`src/spim0_pkg.sv`:
```
// shared types and constants for the spi mode-0 byte master
package spim0_pkg;

  localparam int unsigned ByteBits = 8;

  typedef enum logic [1:0] {
    MODE_TICK  = 2'd0,
    MODE_START = 2'd1,
    MODE_STOP  = 2'd2,
    MODE_SWAP  = 2'd3
  } mode_e;

  typedef enum logic [1:0] {
    CFG_SPEED      = 2'd0,
    CFG_BUS_COUNT  = 2'd1,
    CFG_ACTIVE_BUS = 2'd2
  } cfg_idx_e;

  typedef enum logic [1:0] {
    SPEED_500K = 2'd0,
    SPEED_1M   = 2'd1,
    SPEED_5M   = 2'd2
  } speed_e;

  typedef enum logic [1:0] {
    PH_DRIVE  = 2'd0,
    PH_RISE   = 2'd1,
    PH_SAMPLE = 2'd2,
    PH_FALL   = 2'd3
  } phase_e;

  typedef struct packed {
    logic [3:0]          select_lines;
    logic                clock_level;
    logic                mosi_level;
    logic                busy_res;
    logic                received_valid;
    logic [ByteBits-1:0] received_byte;
  } result_t;

endpackage

```
`src/spi_mode0_byte_master.sv`:
```
// spi mode-0 byte master: tick and command items in, pin state results out
// a result appears in the output register in the cycle after its item is accepted
// throughput: one item per cycle unless out_ready_i holds a full result register; the
// state update and pin decode sit between the input handshake and a single result register
// input is accepted while the result register is empty or being drained
// reset: no select asserted, sck and mosi low, no exchange, result register empty
module spi_mode0_byte_master #(
  parameter int unsigned NUM_BUSES = 4
) (
  input  logic                        clk_i,
  input  logic                        rst_ni,
  input  logic                        cfg_we_i,
  input  logic [1:0]                  cfg_index_i,
  input  logic [2:0]                  cfg_data_i,
  input  logic                        in_valid_i,
  output logic                        in_ready_o,
  input  logic [1:0]                  mode_i,
  input  logic [spim0_pkg::ByteBits-1:0] send_byte_i,
  input  logic                        miso_level_i,
  output logic                        out_valid_o,
  input  logic                        out_ready_i,
  output logic [3:0]                  select_lines_o,
  output logic                        clock_level_o,
  output logic                        mosi_level_o,
  output logic                        busy_res_o,
  output logic                        received_valid_o,
  output logic [spim0_pkg::ByteBits-1:0] received_byte_o
);
  import spim0_pkg::*;

  localparam logic [2:0] BitLast = 3'(ByteBits - 1);

  logic [1:0] speed_q;
  logic [2:0] bus_count_q;
  logic [1:0] active_bus_q;

  logic [ByteBits-1:0] tx_q, tx_d;
  logic [ByteBits-1:0] rx_q, rx_d;
  logic [2:0]          bit_q, bit_d;
  phase_e              phase_q, phase_d;
  logic [2:0]          tick_q, tick_d;
  logic                active_q, active_d;
  logic                sel_q, sel_d;
  logic                sck_q, sck_d;
  logic                mosi_q, mosi_d;

  logic    out_valid_q;
  result_t res_q, res_d;

  logic       accept;
  logic       usable;
  logic [2:0] seg_len;
  logic [2:0] tick_inc;
  mode_e      mode;

  assign in_ready_o = !out_valid_q || out_ready_i;
  assign accept     = in_valid_i && in_ready_o;
  assign mode       = mode_e'(mode_i);

  assign usable = ({1'b0, active_bus_q} < bus_count_q) && (32'(active_bus_q) < NUM_BUSES);

  always_comb begin
    case (speed_e'(speed_q))
      SPEED_5M: seg_len = 3'd1;
      SPEED_1M: seg_len = 3'd2;
      default:  seg_len = 3'd4;
    endcase
  end

  assign tick_inc = tick_q + 3'd1;

  always_comb begin
    tx_d     = tx_q;
    rx_d     = rx_q;
    bit_d    = bit_q;
    phase_d  = phase_q;
    tick_d   = tick_q;
    active_d = active_q;
    sel_d    = sel_q;
    sck_d    = sck_q;
    mosi_d   = mosi_q;
    res_d    = '0;
    if (active_q) begin
      if (mode == MODE_TICK) begin
        tick_d = tick_inc;
        if (tick_inc >= seg_len) begin
          tick_d = '0;
          case (phase_q)
            PH_DRIVE: begin
              sck_d   = 1'b1;
              phase_d = PH_RISE;
            end
            PH_RISE: begin
              if (usable && miso_level_i) begin
                rx_d[BitLast - bit_q] = 1'b1;
              end
              phase_d = PH_SAMPLE;
            end
            PH_SAMPLE: begin
              sck_d   = 1'b0;
              phase_d = PH_FALL;
            end
            default: begin
              phase_d = PH_DRIVE;
              if (bit_q >= BitLast) begin
                active_d             = 1'b0;
                bit_d                = '0;
                res_d.received_valid = 1'b1;
                res_d.received_byte  = rx_q;
              end else begin
                bit_d  = bit_q + 3'd1;
                tx_d   = {tx_q[ByteBits-2:0], 1'b0};
                mosi_d = tx_q[ByteBits-2];
              end
            end
          endcase
        end
      end
    end else begin
      case (mode)
        MODE_START: if (usable) sel_d = 1'b1;
        MODE_STOP:  if (usable) sel_d = 1'b0;
        MODE_SWAP: begin
          tx_d     = send_byte_i;
          rx_d     = '0;
          bit_d    = '0;
          phase_d  = PH_DRIVE;
          tick_d   = '0;
          active_d = 1'b1;
          mosi_d   = send_byte_i[ByteBits-1];
        end
        default: ;
      endcase
    end
    res_d.select_lines = 4'hF;
    if (usable && sel_d) begin
      res_d.select_lines[active_bus_q] = 1'b0;
    end
    res_d.clock_level = usable && sck_d;
    res_d.mosi_level  = usable && mosi_d;
    res_d.busy_res    = active_d;
  end

  always_ff @(posedge clk_i or negedge rst_ni) begin
    if (!rst_ni) begin
      speed_q      <= '0;
      bus_count_q  <= '0;
      active_bus_q <= '0;
    end else if (cfg_we_i) begin
      case (cfg_idx_e'(cfg_index_i))
        CFG_SPEED:      speed_q      <= cfg_data_i[1:0];
        CFG_BUS_COUNT:  bus_count_q  <= cfg_data_i;
        CFG_ACTIVE_BUS: active_bus_q <= cfg_data_i[1:0];
        default: ;
      endcase
    end
  end

  always_ff @(posedge clk_i or negedge rst_ni) begin
    if (!rst_ni) begin
      tx_q     <= '0;
      rx_q     <= '0;
      bit_q    <= '0;
      phase_q  <= PH_DRIVE;
      tick_q   <= '0;
      active_q <= 1'b0;
      sel_q    <= 1'b0;
      sck_q    <= 1'b0;
      mosi_q   <= 1'b0;
    end else if (accept) begin
      tx_q     <= tx_d;
      rx_q     <= rx_d;
      bit_q    <= bit_d;
      phase_q  <= phase_d;
      tick_q   <= tick_d;
      active_q <= active_d;
      sel_q    <= sel_d;
      sck_q    <= sck_d;
      mosi_q   <= mosi_d;
    end
  end

  always_ff @(posedge clk_i or negedge rst_ni) begin
    if (!rst_ni) begin
      out_valid_q <= 1'b0;
    end else if (accept) begin
      out_valid_q <= 1'b1;
    end else if (out_ready_i) begin
      out_valid_q <= 1'b0;
    end
  end

  always_ff @(posedge clk_i) begin
    if (accept) begin
      res_q <= res_d;
    end
  end

  assign out_valid_o      = out_valid_q;
  assign select_lines_o   = res_q.select_lines;
  assign clock_level_o    = res_q.clock_level;
  assign mosi_level_o     = res_q.mosi_level;
  assign busy_res_o       = res_q.busy_res;
  assign received_valid_o = res_q.received_valid;
  assign received_byte_o  = res_q.received_byte;

  a_idle_clean: assert property (@(posedge clk_i) disable iff (!rst_ni)
    !active_q |-> (phase_q == PH_DRIVE && tick_q == 3'd0 && bit_q == 3'd0))
    else $error("idle with exchange state left over");

  a_tick_range: assert property (@(posedge clk_i) disable iff (!rst_ni)
    tick_q[2] == 1'b0)
    else $error("tick counter beyond longest segment");

  a_done_not_busy: assert property (@(posedge clk_i) disable iff (!rst_ni)
    out_valid_q && res_q.received_valid |-> !res_q.busy_res)
    else $error("received byte flagged during exchange");

  a_byte_zero: assert property (@(posedge clk_i) disable iff (!rst_ni)
    out_valid_q && !res_q.received_valid |-> res_q.received_byte == '0)
    else $error("received byte nonzero without valid");

  a_finish_clears: assert property (@(posedge clk_i) disable iff (!rst_ni)
    accept && active_q && !active_d |=> out_valid_q && res_q.received_valid)
    else $error("exchange ended without a received transfer");

endmodule
```
`config.mk`:
```
export PLATFORM = sky130hd
export DESIGN_NAME = spi_mode0_byte_master
export DESIGN_NICKNAME = d
export VERILOG_FILES = /design/src/spim0_pkg.sv /design/src/spi_mode0_byte_master.sv
export SDC_FILE = /design/constraint.sdc
export NUM_CORES = 1
export LEC_CHECK = 0
export BUFFER_PORTS_ARGS = -buffer_cell sky130_fd_sc_hd__buf_2
export CAP_MARGIN = 20
export CORE_MARGIN = 2
export CORE_UTILIZATION = 40
export CTS_CLUSTER_SIZE = 8
export DETAILED_ROUTE_END_ITERATION = 8
export GPL_TIMING_DRIVEN = 0
export PLACE_DENSITY = 0.64
export SKIP_CTS_REPAIR_TIMING = 1
export SLEW_MARGIN = 20
export SYNTH_ARGS = -nofsm -noshare
export SYNTH_HDL_FRONTEND = slang
export SYNTH_SLANG_ARGS = --single-unit
export TNS_END_PERCENT = 50
```
`constraint.sdc`:
```
create_clock -name clk_i -period 3 [get_ports clk_i]
set_input_delay 0.3 -clock clk_i [delete_from_list [all_inputs] [get_ports clk_i]]
set_output_delay 0.3 -clock clk_i [all_outputs]
set_load 0.01 [all_outputs]
```
Word-level counts from Yosys, hierarchy flattened

Index checks and enable logic that the tools add are counted.

Input bits: 21
Logic and storage cells: 129
Register bits after elaboration: 51
Output and inout bits: 18

Add/subtract/negate cells: 3
Bitwise operators: 6
Reduce and logical (&&, ||, !) cells: 25
Order comparisons: 7
Eq/ne operators: 15
Multiplexer cells: 54

Operators with widths:

| cell                  | number |
|---|---|
| $mux W8               | 6 |
| $mux W7               | 6 |
| $mux W3               | 9 |
| $mux W1               | 22 |
| $reduce_and A6 Y1     | 2 |
| $eq A2 B2 Y1 const B  | 5 |
| $mux W9               | 1 |
| $eq A2 B1 Y1 const B  | 4 |
| $mux W2               | 4 |
| $ne A2 B1 Y1 const B  | 4 |
| $or A8 B8 Y8          | 1 |
| $logic_and A1 B1 Y1   | 7 |
| $reduce_or A7 Y1      | 1 |
| $add A3 B1 Y3 const B | 2 |
| $logic_not A2 Y1      | 3 |
| $pmux W2 S3           | 1 |
| $pmux W3 S2           | 1 |
| $reduce_and A2 Y1     | 3 |
| $reduce_or A6 Y1      | 1 |
| $reduce_and A5 Y1     | 1 |
| $lt A3 B4 Y1 const B  | 1 |
| $ne A2 B2 Y1 const B  | 2 |
| $not A1 Y1            | 4 |
| $not A4 Y4            | 1 |
| other kinds (16)      | 18 |

Longest topological paths before layout

Gate-level depths: netlist of the first run.

Depth after elaboration: 11
Depth in mapped cells: 9
Mapped depth without buffers: 8

Worst setup path before layout of the first run

No wires, ideal clock.

Kind: reg2reg
Start: register tick_q[0]
End: register res_q (netlist bit clock_level_o) (data pin)
Period minus slack after synthesis: 2.137 ns
Library setup time: 0.146 ns
Buffers on the path: 1
Arrival: 1.991 ns
Stages on the path, launching flop included: 10
Path slack: 0.863 ns
Data required time: 2.854 ns
Path through: dfrtp_1 ha_1 nand2b_1 nand2_1 ha_1 nand2_1 o21a_1 buf_6 or4_1 a21oi_1

RTL lines:

| what                     | line                         | text |
|---|---|---|
| start: declaration       | spi_mode0_byte_master.sv:41  | `logic [2:0] tick_q, tick_d;` |
| start signal: assignment | spi_mode0_byte_master.sv:175 | `tick_q <= tick_d;` |
| end signal: assignment   | spi_mode0_byte_master.sv:195 | `res_q <= res_d;` |
| end: declaration         | spi_mode0_byte_master.sv:48  | `result_t res_q, res_d;` |

Final worst setup path of the first run

Start: register tick_q[0]
End: register res_q (netlist bit busy_res_o) (data pin)

Cells in the longest elaborated chain, start to end: 5

RTL lines:

| what          | line                        | text |
|---|---|---|
| $add A3 B1 Y3 | spi_mode0_byte_master.sv:70 | `assign tick_inc = tick_q + 3'd1;` |
| $ge A3 B3 Y1  | spi_mode0_byte_master.sv:86 | `if (tick_inc >= seg_len) begin` |
| $mux W1       | spi_mode0_byte_master.sv:86 |  |
| $mux W1       | spi_mode0_byte_master.sv:84 | `if (mode == MODE_TICK) begin` |
| $mux W1       | spi_mode0_byte_master.sv:83 | `if (active_q) begin` |
| net active_d  | spi_mode0_byte_master.sv:42 | `logic active_q, active_d;` |

The timed path passes the listed nets, and every way through them passes these cells.
A chain may end at the register's enable or synchronous reset.

==> results of run 1 <==
power groups by stage:
| stage | Sequential (mW) | Clock, mW | Combinational, mW |
|---|---|---|---|
| global placement | 0.994 | 0 | 0.837 |
| global route | 1.01 | 0.447 | 0.964 |
| floorplan | 0.981 | 0 | 0.661 |
| finish | 0.987 | 0.415 | 0.846 |
| detailed placement | 1.00 | 0 | 0.851 |
| CTS | 0.986 | 0.422 | 0.856 |
critical path, delay by kind of cell (launching register included):
kind | cells | cell delay (ps)
flip-flops | 1 | 420
buffers and inverters | 1 | 160
AND/OR/NAND/NOR | 5 | 860
adder cells (fa/ha/maj) | 2 | 520
AO/OA/AOI/OAI | 1 | 230
layer usage:
layer  routed length (um)  global-route usage [%]  vias to the layer above
met2                 2520                    24.8                       33
met1                 2380                    20.2                      928
met5                    0                       0                        -
li1                     -                       -                      935
met4                   77                    5.63                        0
met3                  182                    2.89                        7
flip-flops by register name (all words and copies together), names as in the netlist, 2 cells and up:
name,flops
active_bus_q,2
bit_q,3
bus_count_q,3
phase_q,2
received_byte_o,8
rx_q,8
select_lines_o,4
speed_q,2
tick_q,3
tx_q,7
synth_stat cells, types with 2 or more instances:
cell type / instances / area, um^2
o21ai_0: 7 / 35.0
dfrtp_1: 35 / 876
nand3b_1: 5 / 37.5
buf_2: 3 / 15.0
nand3_1: 13 / 65.1
nor2_1: 4 / 15.0
nand2b_1: 6 / 37.5
ha_1: 17 / 213
nand2_1: 26 / 97.6
mux2_2: 15 / 169
and2_1: 9 / 56.3
mux2_1: 3 / 33.8
inv_1: 15 / 56.3
mux2i_1: 2 / 20.0
o31ai_1: 9 / 67.6
a21oi_1: 4 / 20.0
o221ai_1: 2 / 17.5
or4_1: 2 / 15.0
o211ai_1: 5 / 37.5
nor2b_1: 3 / 18.8
or4b_1: 2 / 20.0
edfxtp_1: 16 / 480
buf_6: 2 / 22.5
cells by family (layout without fill, tap and decap cells):
logic type      after synthesis  count (layout)  synth area share (%)
compound gates               40              40                  11.2
fa+ha+maj                    17              17                  7.88
buf+inv                      22              67                  3.89
flops                        51              51                  50.2
mux                          21              21                  8.80
simple gates                 82              82                  18.0
layout make-up:
cell class                 count  area [um^2]  area share, %
clock inverter                 3         22.5          0.733
buffer                         7         48.8           1.59
inverter                      15         56.3           1.83
sequential                    51         1360           44.1
clock buffer                   5         68.8           2.24
tap                           77         96.3           3.14
timing repair buffer          37          185           6.03
multi-input combinational    160         1240           40.3
final timing paths:
kind                                   endpoint  slack, ps  cells after the start
worst max-delay path                 busy_res_o        570                      9
worst min-delay path                      sck_q         70                      1
worst max register to register       busy_res_o        570                      9
worst min register to register          rx_q[2]        480                      2
max in group asynchronous       active_bus_q[1]       2410                      1
min in group clk_i                      tx_q[0]        230                      3
per-stage QoR:
step	hold slack [ps]	util, %
floorplan	4.41	-
global placement	442	46.4
detailed placement	445	46.4
CTS	104	47.8
global route	131	47.8
finish	71.0	47.8
cell usage in the layout (no fill, tap or decap), drive strengths merged, types with 9 or more instances in the layout:
cell | netlist | layout
and2 | 9 | 9
buf | 6 | 43
dfrtp | 35 | 35
edfxtp | 16 | 16
ha | 17 | 17
inv | 15 | 17
mux2 | 19 | 19
nand2 | 26 | 26
nand3 | 13 | 13
o21ai | 9 | 9
o31ai | 9 | 9
==> results.toml, run 1 <==
[run_status]
status = "completed"

[cts]
tritoncts = "yes"
insertion_delay_ps = 310
cts.clk_slew.worst_paths_ps = 100
cts.htree.levels = 2
cts.sinks = 51
cts_inserted_buffers = 5
root_buffer = "clkbuf_8"
clock_path_buffers = 2

[global_routing]
grt_pass1_vias = 1852
overflow = 0
grt_pass1_wl_um = 8830
track_usage_pct = 15.2
antenna_found_initial = 0
grt_max_degree = 36

[place]
routabilityCongestion = 0.844
dpl.hpwl_um = 3750
postPlaceCellArea_um2 = 2980
dp_cells = 347
portBuffers = 37
post-place-ws_ps = 555

[die]
die_w_um = 86.2
initial_core_util_pct = 42.0
coreArea_um2 = 6420
die-area_um2 = 7420
io_pins = 39
fp-row-count = 29
die_h_um = 86.2

[power]
comb_power_share_pct = 37.6
cellPowerDensity_nw_per_um2 = 732
ir_drop_mv = 0.254
p_seq_share_pct = 43.9
netSwitchingPower_mw = 0.825
p_sw_share_pct = 36.7
finalPower_mw = 2.25
cellLeakagePower_nw = 1.36
p_clk_share_pct = 18.4
p_int_mw = 1.42

[final_layout]
nFillCells = 595
final_nets = 315
diodes = 0
layout-drive-gt1-share_pct = 27.7
areaGrowthSynthToFinish_pct = 13.8
instances_no_fill = 355
final_area_um2 = 3070

[sta]
setup_viol = 0
fin_skew_ps = 12.0
drv_slew = 0
min_period_ps = 2430
fin_crit_sh_pct = 81.0
fin_tns_setup_ps = 0
hold_viol = 0
setup_slack_ps = 569
relSlewSlack_pct = 46.0
tightest_slew_ps = 810
fmax_ghz = 0.411
rsz0062_at_grt = "no"

[logic_synthesis]
synth.distinct_cells = 51
synthFlopType = "dfrtp_1"
async_flop_share_pct = 68.6
ys_warn_count = 0
synth-edff-count = 16
syn_nets = 271
synth_area_um2 = 2700
syn_area_per_cell_um2 = 11.6
synth-seq-cells = 51
yosysSeqAreaShare_pct = 50.2
synth_cells = 233

[worst_setup_path]
worst-path-max-fanout = 10
critPathLaunchType = "flop"
end_kind = "flop"
crit_start = "tick_q[0]"
r2r-start = "tick_q[0]"
crit_path_top_delay_cell = "nor3_2"
crit_arrival_ps = 2480
cpPeakStageDelay_ps = 530
cp_cell_sequence = "ha_1 > nand2b_1 > nand2_1 > ha_1 > nand2_1 > o21a_1 > buf_6 > nor3_2 > nor2_1"
crit_type = "flop to flop"
required_ps = 3050

[detailed_routing]
routed_wl_um = 5170
dr.pass1.iters = 4
wl_per_cell_um = 14.6
drt.antenna.violating_nets = 0
num_vias = 1903
via_per_inst = 5.36
drtIter0Drc = 151
route.detailed.drc = 0

[job]
maxCapViolCount = 0

[min_path]
hold_path.class = "input pin to asynchronous set/reset pin"
No activity file was read; power rests on OpenSTA's default activity.
==> run 2: changes to the inputs <==
--- a/config.mk
+++ b/config.mk
@@ -12,7 +12,7 @@
 export CTS_CLUSTER_SIZE = 8
 export DETAILED_ROUTE_END_ITERATION = 8
 export GPL_TIMING_DRIVEN = 0
-export PLACE_DENSITY = 0.64
+export PLACE_DENSITY = 0.66
 export SKIP_CTS_REPAIR_TIMING = 1
 export SLEW_MARGIN = 20
 export SYNTH_ARGS = -nofsm -noshare
==> constraint.sdc (replaced) <==
create_clock -name clk_i -period 2.1 [get_ports clk_i]
set_input_delay 0.21 -clock clk_i [delete_from_list [all_inputs] [get_ports clk_i]]
set_output_delay 0.21 -clock clk_i [all_outputs]
set_load 0.01 [all_outputs]
==> run 2 against run 1 <==
- the run now ends with hold timing, setup timing left
- via count increased by 0.53%
- critical path depth increased by 1
- maximum frequency increased by 11%
- clock power increased by 39%
- register-to-register slack got worse by 670 ps
- count of clock-buffer cells in the layout unchanged
- non-clock buffer count increased by 8
- global-route usage decreased by 0.53 points
- sequential cell count unchanged
- die area unchanged
- hold slack got worse by 93 ps
- first-iteration DRC count decreased by 15%
- critical endpoint is now received_byte_o[0]
==> results.toml, run 2 (synthesis gave the netlist of run 1 again) <==
[place]
dpl.hpwl_um = 3790
dp_cells = 347
postPlaceCellArea_um2 = 2990
routabilityCongestion = 0.816
portBuffers = 37
post-place-ws_ps = -382

[final_layout]
layout-drive-gt1-share_pct = 36.4
layout.cells.most_common_list = "buf_2, dfrtp_1, nand2_1"
nFillCells = 576
final_common_cell = "buf_2"
diodes = 0
final_area_um2 = 3250
final_nets = 323
areaGrowthSynthToFinish_pct = 20.4
utilization_pct = 50.6
instances_no_fill = 363

[worst_setup_path]
required_ps = 2290
crit_arrival_ps = 2390
cp_cell_sequence = "ha_2 > nand2b_1 > nand2_2 > ha_4 > nand2_4 > o21a_4 > buf_8 > nor3_4 > buf_6 > and2_4"
crit_type = "flop to flop"
end_kind = "flop"
critPathLaunchType = "flop"
worst-path-max-fanout = 7
reg2reg_slack_ps = -100
cp.buffers_inverters = 2
critical-path-top-delay-family = "simple AND/OR/NAND/NOR gates"
crit_path_top_delay_cell = "dfrtp_1"
cp-endpoint = "received_byte_o[0]"
cp_num_cells = 10
cpPeakStageDelay_ps = 420
reg2regPathDepth = 10
r2r-start = "tick_q[0]"
reg2reg_to = "received_byte_o[0]"
crit_start = "tick_q[0]"

[cts]
cts.sinks = 51
cts.clk_slew.worst_paths_ps = 100
root_buffer = "clkbuf_8"
tritoncts = "yes"
cts_inserted_buffers = 5
cts.htree.levels = 2
clock_path_buffers = 2
insertion_delay_ps = 310

[sta]
holdWs_ps = -21.8
fin_crit_sh_pct = 105
fmax_ghz = 0.455
fin_tns_setup_ps = -854
setup_slack_ps = -95.9
hold_viol = 35
min_period_ps = 2200
setup_viol = 13
rsz0062_at_grt = "yes"
tightest_slew_ps = 796
drv_slew = 0
fin_skew_ps = 8.45
relSlewSlack_pct = 46.9

[run_status]
status = "complete, but fails checks"
violations = "hold timing, setup timing"

[detailed_routing]
drtIter0Drc = 128
drt.antenna.violating_nets = 0
route.detailed.drc = 0
dr.pass1.iters = 4
routed_wl_um = 5220
via_per_inst = 5.27
wl_per_cell_um = 14.4
num_vias = 1913

[die]
die_w_um = 86.2
coreArea_um2 = 6420
fp-row-count = 29
die-area_um2 = 7420
io_pins = 39
initial_core_util_pct = 42.0
die_h_um = 86.2

[global_routing]
overflow = 0
grt_max_degree = 36
antenna_found_initial = 0
track_usage_pct = 14.7
grt_pass1_wl_um = 8580
grt_pass1_vias = 1866

[job]
maxCapViolCount = 0

[power]
cellLeakagePower_nw = 1.43
finalPower_mw = 3.63
ir_drop_mv = 0.350
cellPowerDensity_nw_per_um2 = 1120

[min_path]
hold_path.class = "input pin to asynchronous set/reset pin"
run 2: cell types whose count changed in the layout (fill, tap and decap cells not counted), sizes merged:
cell,change
buf,+8
clkinv,+1
clkinvlp,+1
inv,-2
run 2: power breakdown:
group | leakage (nW) | switching, mW | total, mW | internal (mW)
clock network | 0.0443 | 0.338 | 0.577 | 0.239
logic | 0.809 | 0.844 | 1.64 | 0.792
registers | 0.576 | 0.161 | 1.41 | 1.25
run 2: layout make-up:
class                           count  area, um^2  area share (%)
Sequential cell                    51        1360            41.7
Timing Repair Buffer               45         253            7.78
Inverter                           15        56.3            1.73
Clock inverter                      3        25.0           0.770
Clock buffer                        5        68.8            2.12
Buffer                              7        52.6            1.62
Multi-Input combinational cell    160        1340            41.3
Tap cell                           77        96.3            2.96
run 2: worst min-delay path by stage:
stage | from | to | slack (ps) | cells after the start
final | rst_ni | tx_q[2] | -20 | 1
after global routing | rst_ni | tx_q[2] | 40 | 1
after CTS | rst_ni | rx_q[7] | 3 | 1
after detailed placement | rst_ni | tx_q[2] | 350 | 1
after global placement | rst_ni | tx_q[2] | 340 | 1
after floorplan | rst_ni | active_bus_q[0] | -90 | 0
run 2: routing by layer:
metal / global-route usage (%) / part of all wire, %
met5: 0 / 0
met4: 5.48 / 1.7
met3: 3.37 / 3.0
met2: 24.2 / 50
met1: 18.9 / 45
==> run 3: changes to the inputs <==
==> constraint.sdc (replaced) <==
create_clock -name clk_i -period 1.9 [get_ports clk_i]
set_input_delay 0.19 -clock clk_i [delete_from_list [all_inputs] [get_ports clk_i]]
set_output_delay 0.19 -clock clk_i [all_outputs]
set_load 0.01 [all_outputs]
==> run 3 against run 2 <==
- the flow still finishes with violations (hold timing, setup timing)
- clock skew about the same
- count of clock-buffer cells in the layout unchanged
- register-to-register slack got worse by 210 ps
- hold slack got worse by 24 ps
- combinational power increased by 23%
- critical path depth unchanged
- clock power increased by 33%
- final area increased by 4.0%
- first-iteration DRC count decreased by 33%
- sequential cell count unchanged
- via count increased by 3.3%
- cell count increased by 0.83%
- largest power group unchanged
==> results.toml, run 3 (synthesis gave the netlist of run 1 again) <==
[sta]
min_period_ps = 2200
relSlewSlack_pct = 47.5
setup_viol = 35
fin_skew_ps = 8.48
drv_slew = 0
holdWs_ps = -46.2
tightest_slew_ps = 788
fmax_ghz = 0.454
rsz0062_at_grt = "yes"
fin_tns_setup_ps = -6990
hold_viol = 35
fin_crit_sh_pct = 116
setup_slack_ps = -301

[detailed_routing]
num_vias = 1976
route.detailed.drc = 0
drtIter0Drc = 86
routed_wl_um = 5570
dr.pass1.iters = 4
drt.antenna.violating_nets = 0
wl_per_cell_um = 15.2
via_per_inst = 5.40

[power]
cellLeakagePower_nw = 1.47
cellPowerDensity_nw_per_um2 = 1300
finalPower_mw = 4.38
ir_drop_mv = 0.595

[global_routing]
grt_max_degree = 36
grt_pass1_vias = 1975
grt_pass1_wl_um = 9160
overflow = 0
track_usage_pct = 15.5
antenna_found_initial = 0

[min_path]
hold_path.class = "input pin to asynchronous set/reset pin"

[die]
die-area_um2 = 7420
die_h_um = 86.2
fp-row-count = 29
initial_core_util_pct = 42.0
die_w_um = 86.2
io_pins = 39
coreArea_um2 = 6420

[worst_setup_path]
crit_path_top_delay_cell = "dfrtp_1"
critical-path-top-delay-family = "adder cells"
crit_arrival_ps = 2400
cp.buffers_inverters = 2
crit_type = "flop to flop"
worst-path-max-fanout = 7
critPathLaunchType = "flop"
cp_cell_sequence = "ha_4 > nand2b_4 > nand2_4 > ha_4 > nand2_4 > o21a_4 > buf_6 > o21ai_4 > buf_12 > mux2_4"
end_kind = "flop"
cpPeakStageDelay_ps = 440
required_ps = 2100

[final_layout]
final_nets = 326
areaGrowthSynthToFinish_pct = 25.2
layout.cells.most_common_list = "buf_2, dfrtp_1, nand2_1"
diodes = 0
final_common_cell = "buf_2"
nFillCells = 552
layout-drive-gt1-share_pct = 38.8
final_area_um2 = 3380

[place]
postPlaceCellArea_um2 = 3020
dpl.hpwl_um = 3890
portBuffers = 37
routabilityCongestion = 0.818

[cts]
cts.sinks = 51
cts.htree.levels = 2
tritoncts = "yes"
cts.clk_slew.worst_paths_ps = 100
clock_path_buffers = 2
insertion_delay_ps = 310
cts_inserted_buffers = 5
root_buffer = "clkbuf_8"

[run_status]
status = "complete, but fails checks"
violations = "hold timing, setup timing"

[job]
maxCapViolCount = 0
run 3: cell types whose count changed in the layout (fill, tap and decap cells not counted), moves of 2 or more:
cell / delta
a21oi_2: -2
and2_1: +2
and2_4: -2
buf_6: +4
clkinv_4: -2
ha_4: +2
mux2_1: -3
mux2_2: -3
mux2_4: +6
run 3: worst paths after layout:
kind / from / end / slack, ps / depth (start not counted)
worst max-delay path: tick_q[0] / tx_q[4] / -300 / 10
worst max register to register: tick_q[0] / tx_q[4] / -300 / 10
max in group asynchronous: rst_ni / mosi_q / 1440 / 1
worst min register to register: rx_q[4] / rx_q[4] / 480 / 2
min in group clk_i: cfg_data_i[2] / bus_count_q[2] / 120 / 2
worst min-delay path: rst_ni / tx_q[2] / -50 / 1
run 3: worst reg2reg max path: stages, from the launching register on:
cell and delay, ps:
dfrtp_1 440, ha_4 180, nand2b_4 140, nand2_4 50, ha_4 290, nand2_4 60
o21a_4 220, buf_6 120, o21ai_4 160, buf_12 150, mux2_4 300
run 3: cell type report:
| type | count | area [um^2] | area share, % |
|---|---|---|---|
| clock buffer | 5 | 68.8 | 2.04 |
| buffer | 7 | 48.8 | 1.44 |
| sequential | 51 | 1360 | 40.1 |
| clock inverter | 3 | 46.3 | 1.37 |
| timing repair buffer | 48 | 299 | 8.85 |
| multi-input combinational | 160 | 1400 | 41.5 |
| inverter | 15 | 60.1 | 1.78 |
| tap | 77 | 96.3 | 2.85 |
run 3: through the flow:
stage	worst slack (ps)	std cells	util (%)
4_1_cts	-458	355	48.9
5_1_grt	-370	366	52.6
6_report	-301	366	52.6
2_1_floorplan	-172	233	-
3_5_place_dp	-447	347	47.1
3_3_place_gp	-400	347	47.1
run 3: routing by layer:
layer  GRT usage (%)  vias to the layer above  wire, um
li1                -                      954         -
met5               0                        -         0
met3            3.75                        8       192
met4            4.91                        0        90
met1            19.4                      969      2460
met2            26.4                       45      2830
run 3: power breakdown:
part	switching (mW)	leakage (nW)	total, mW	internal [mW]
Clock	0.372	0.0548	0.769	0.397
Sequential	0.203	0.576	1.59	1.38
Combinational	0.979	0.844	2.02	1.04
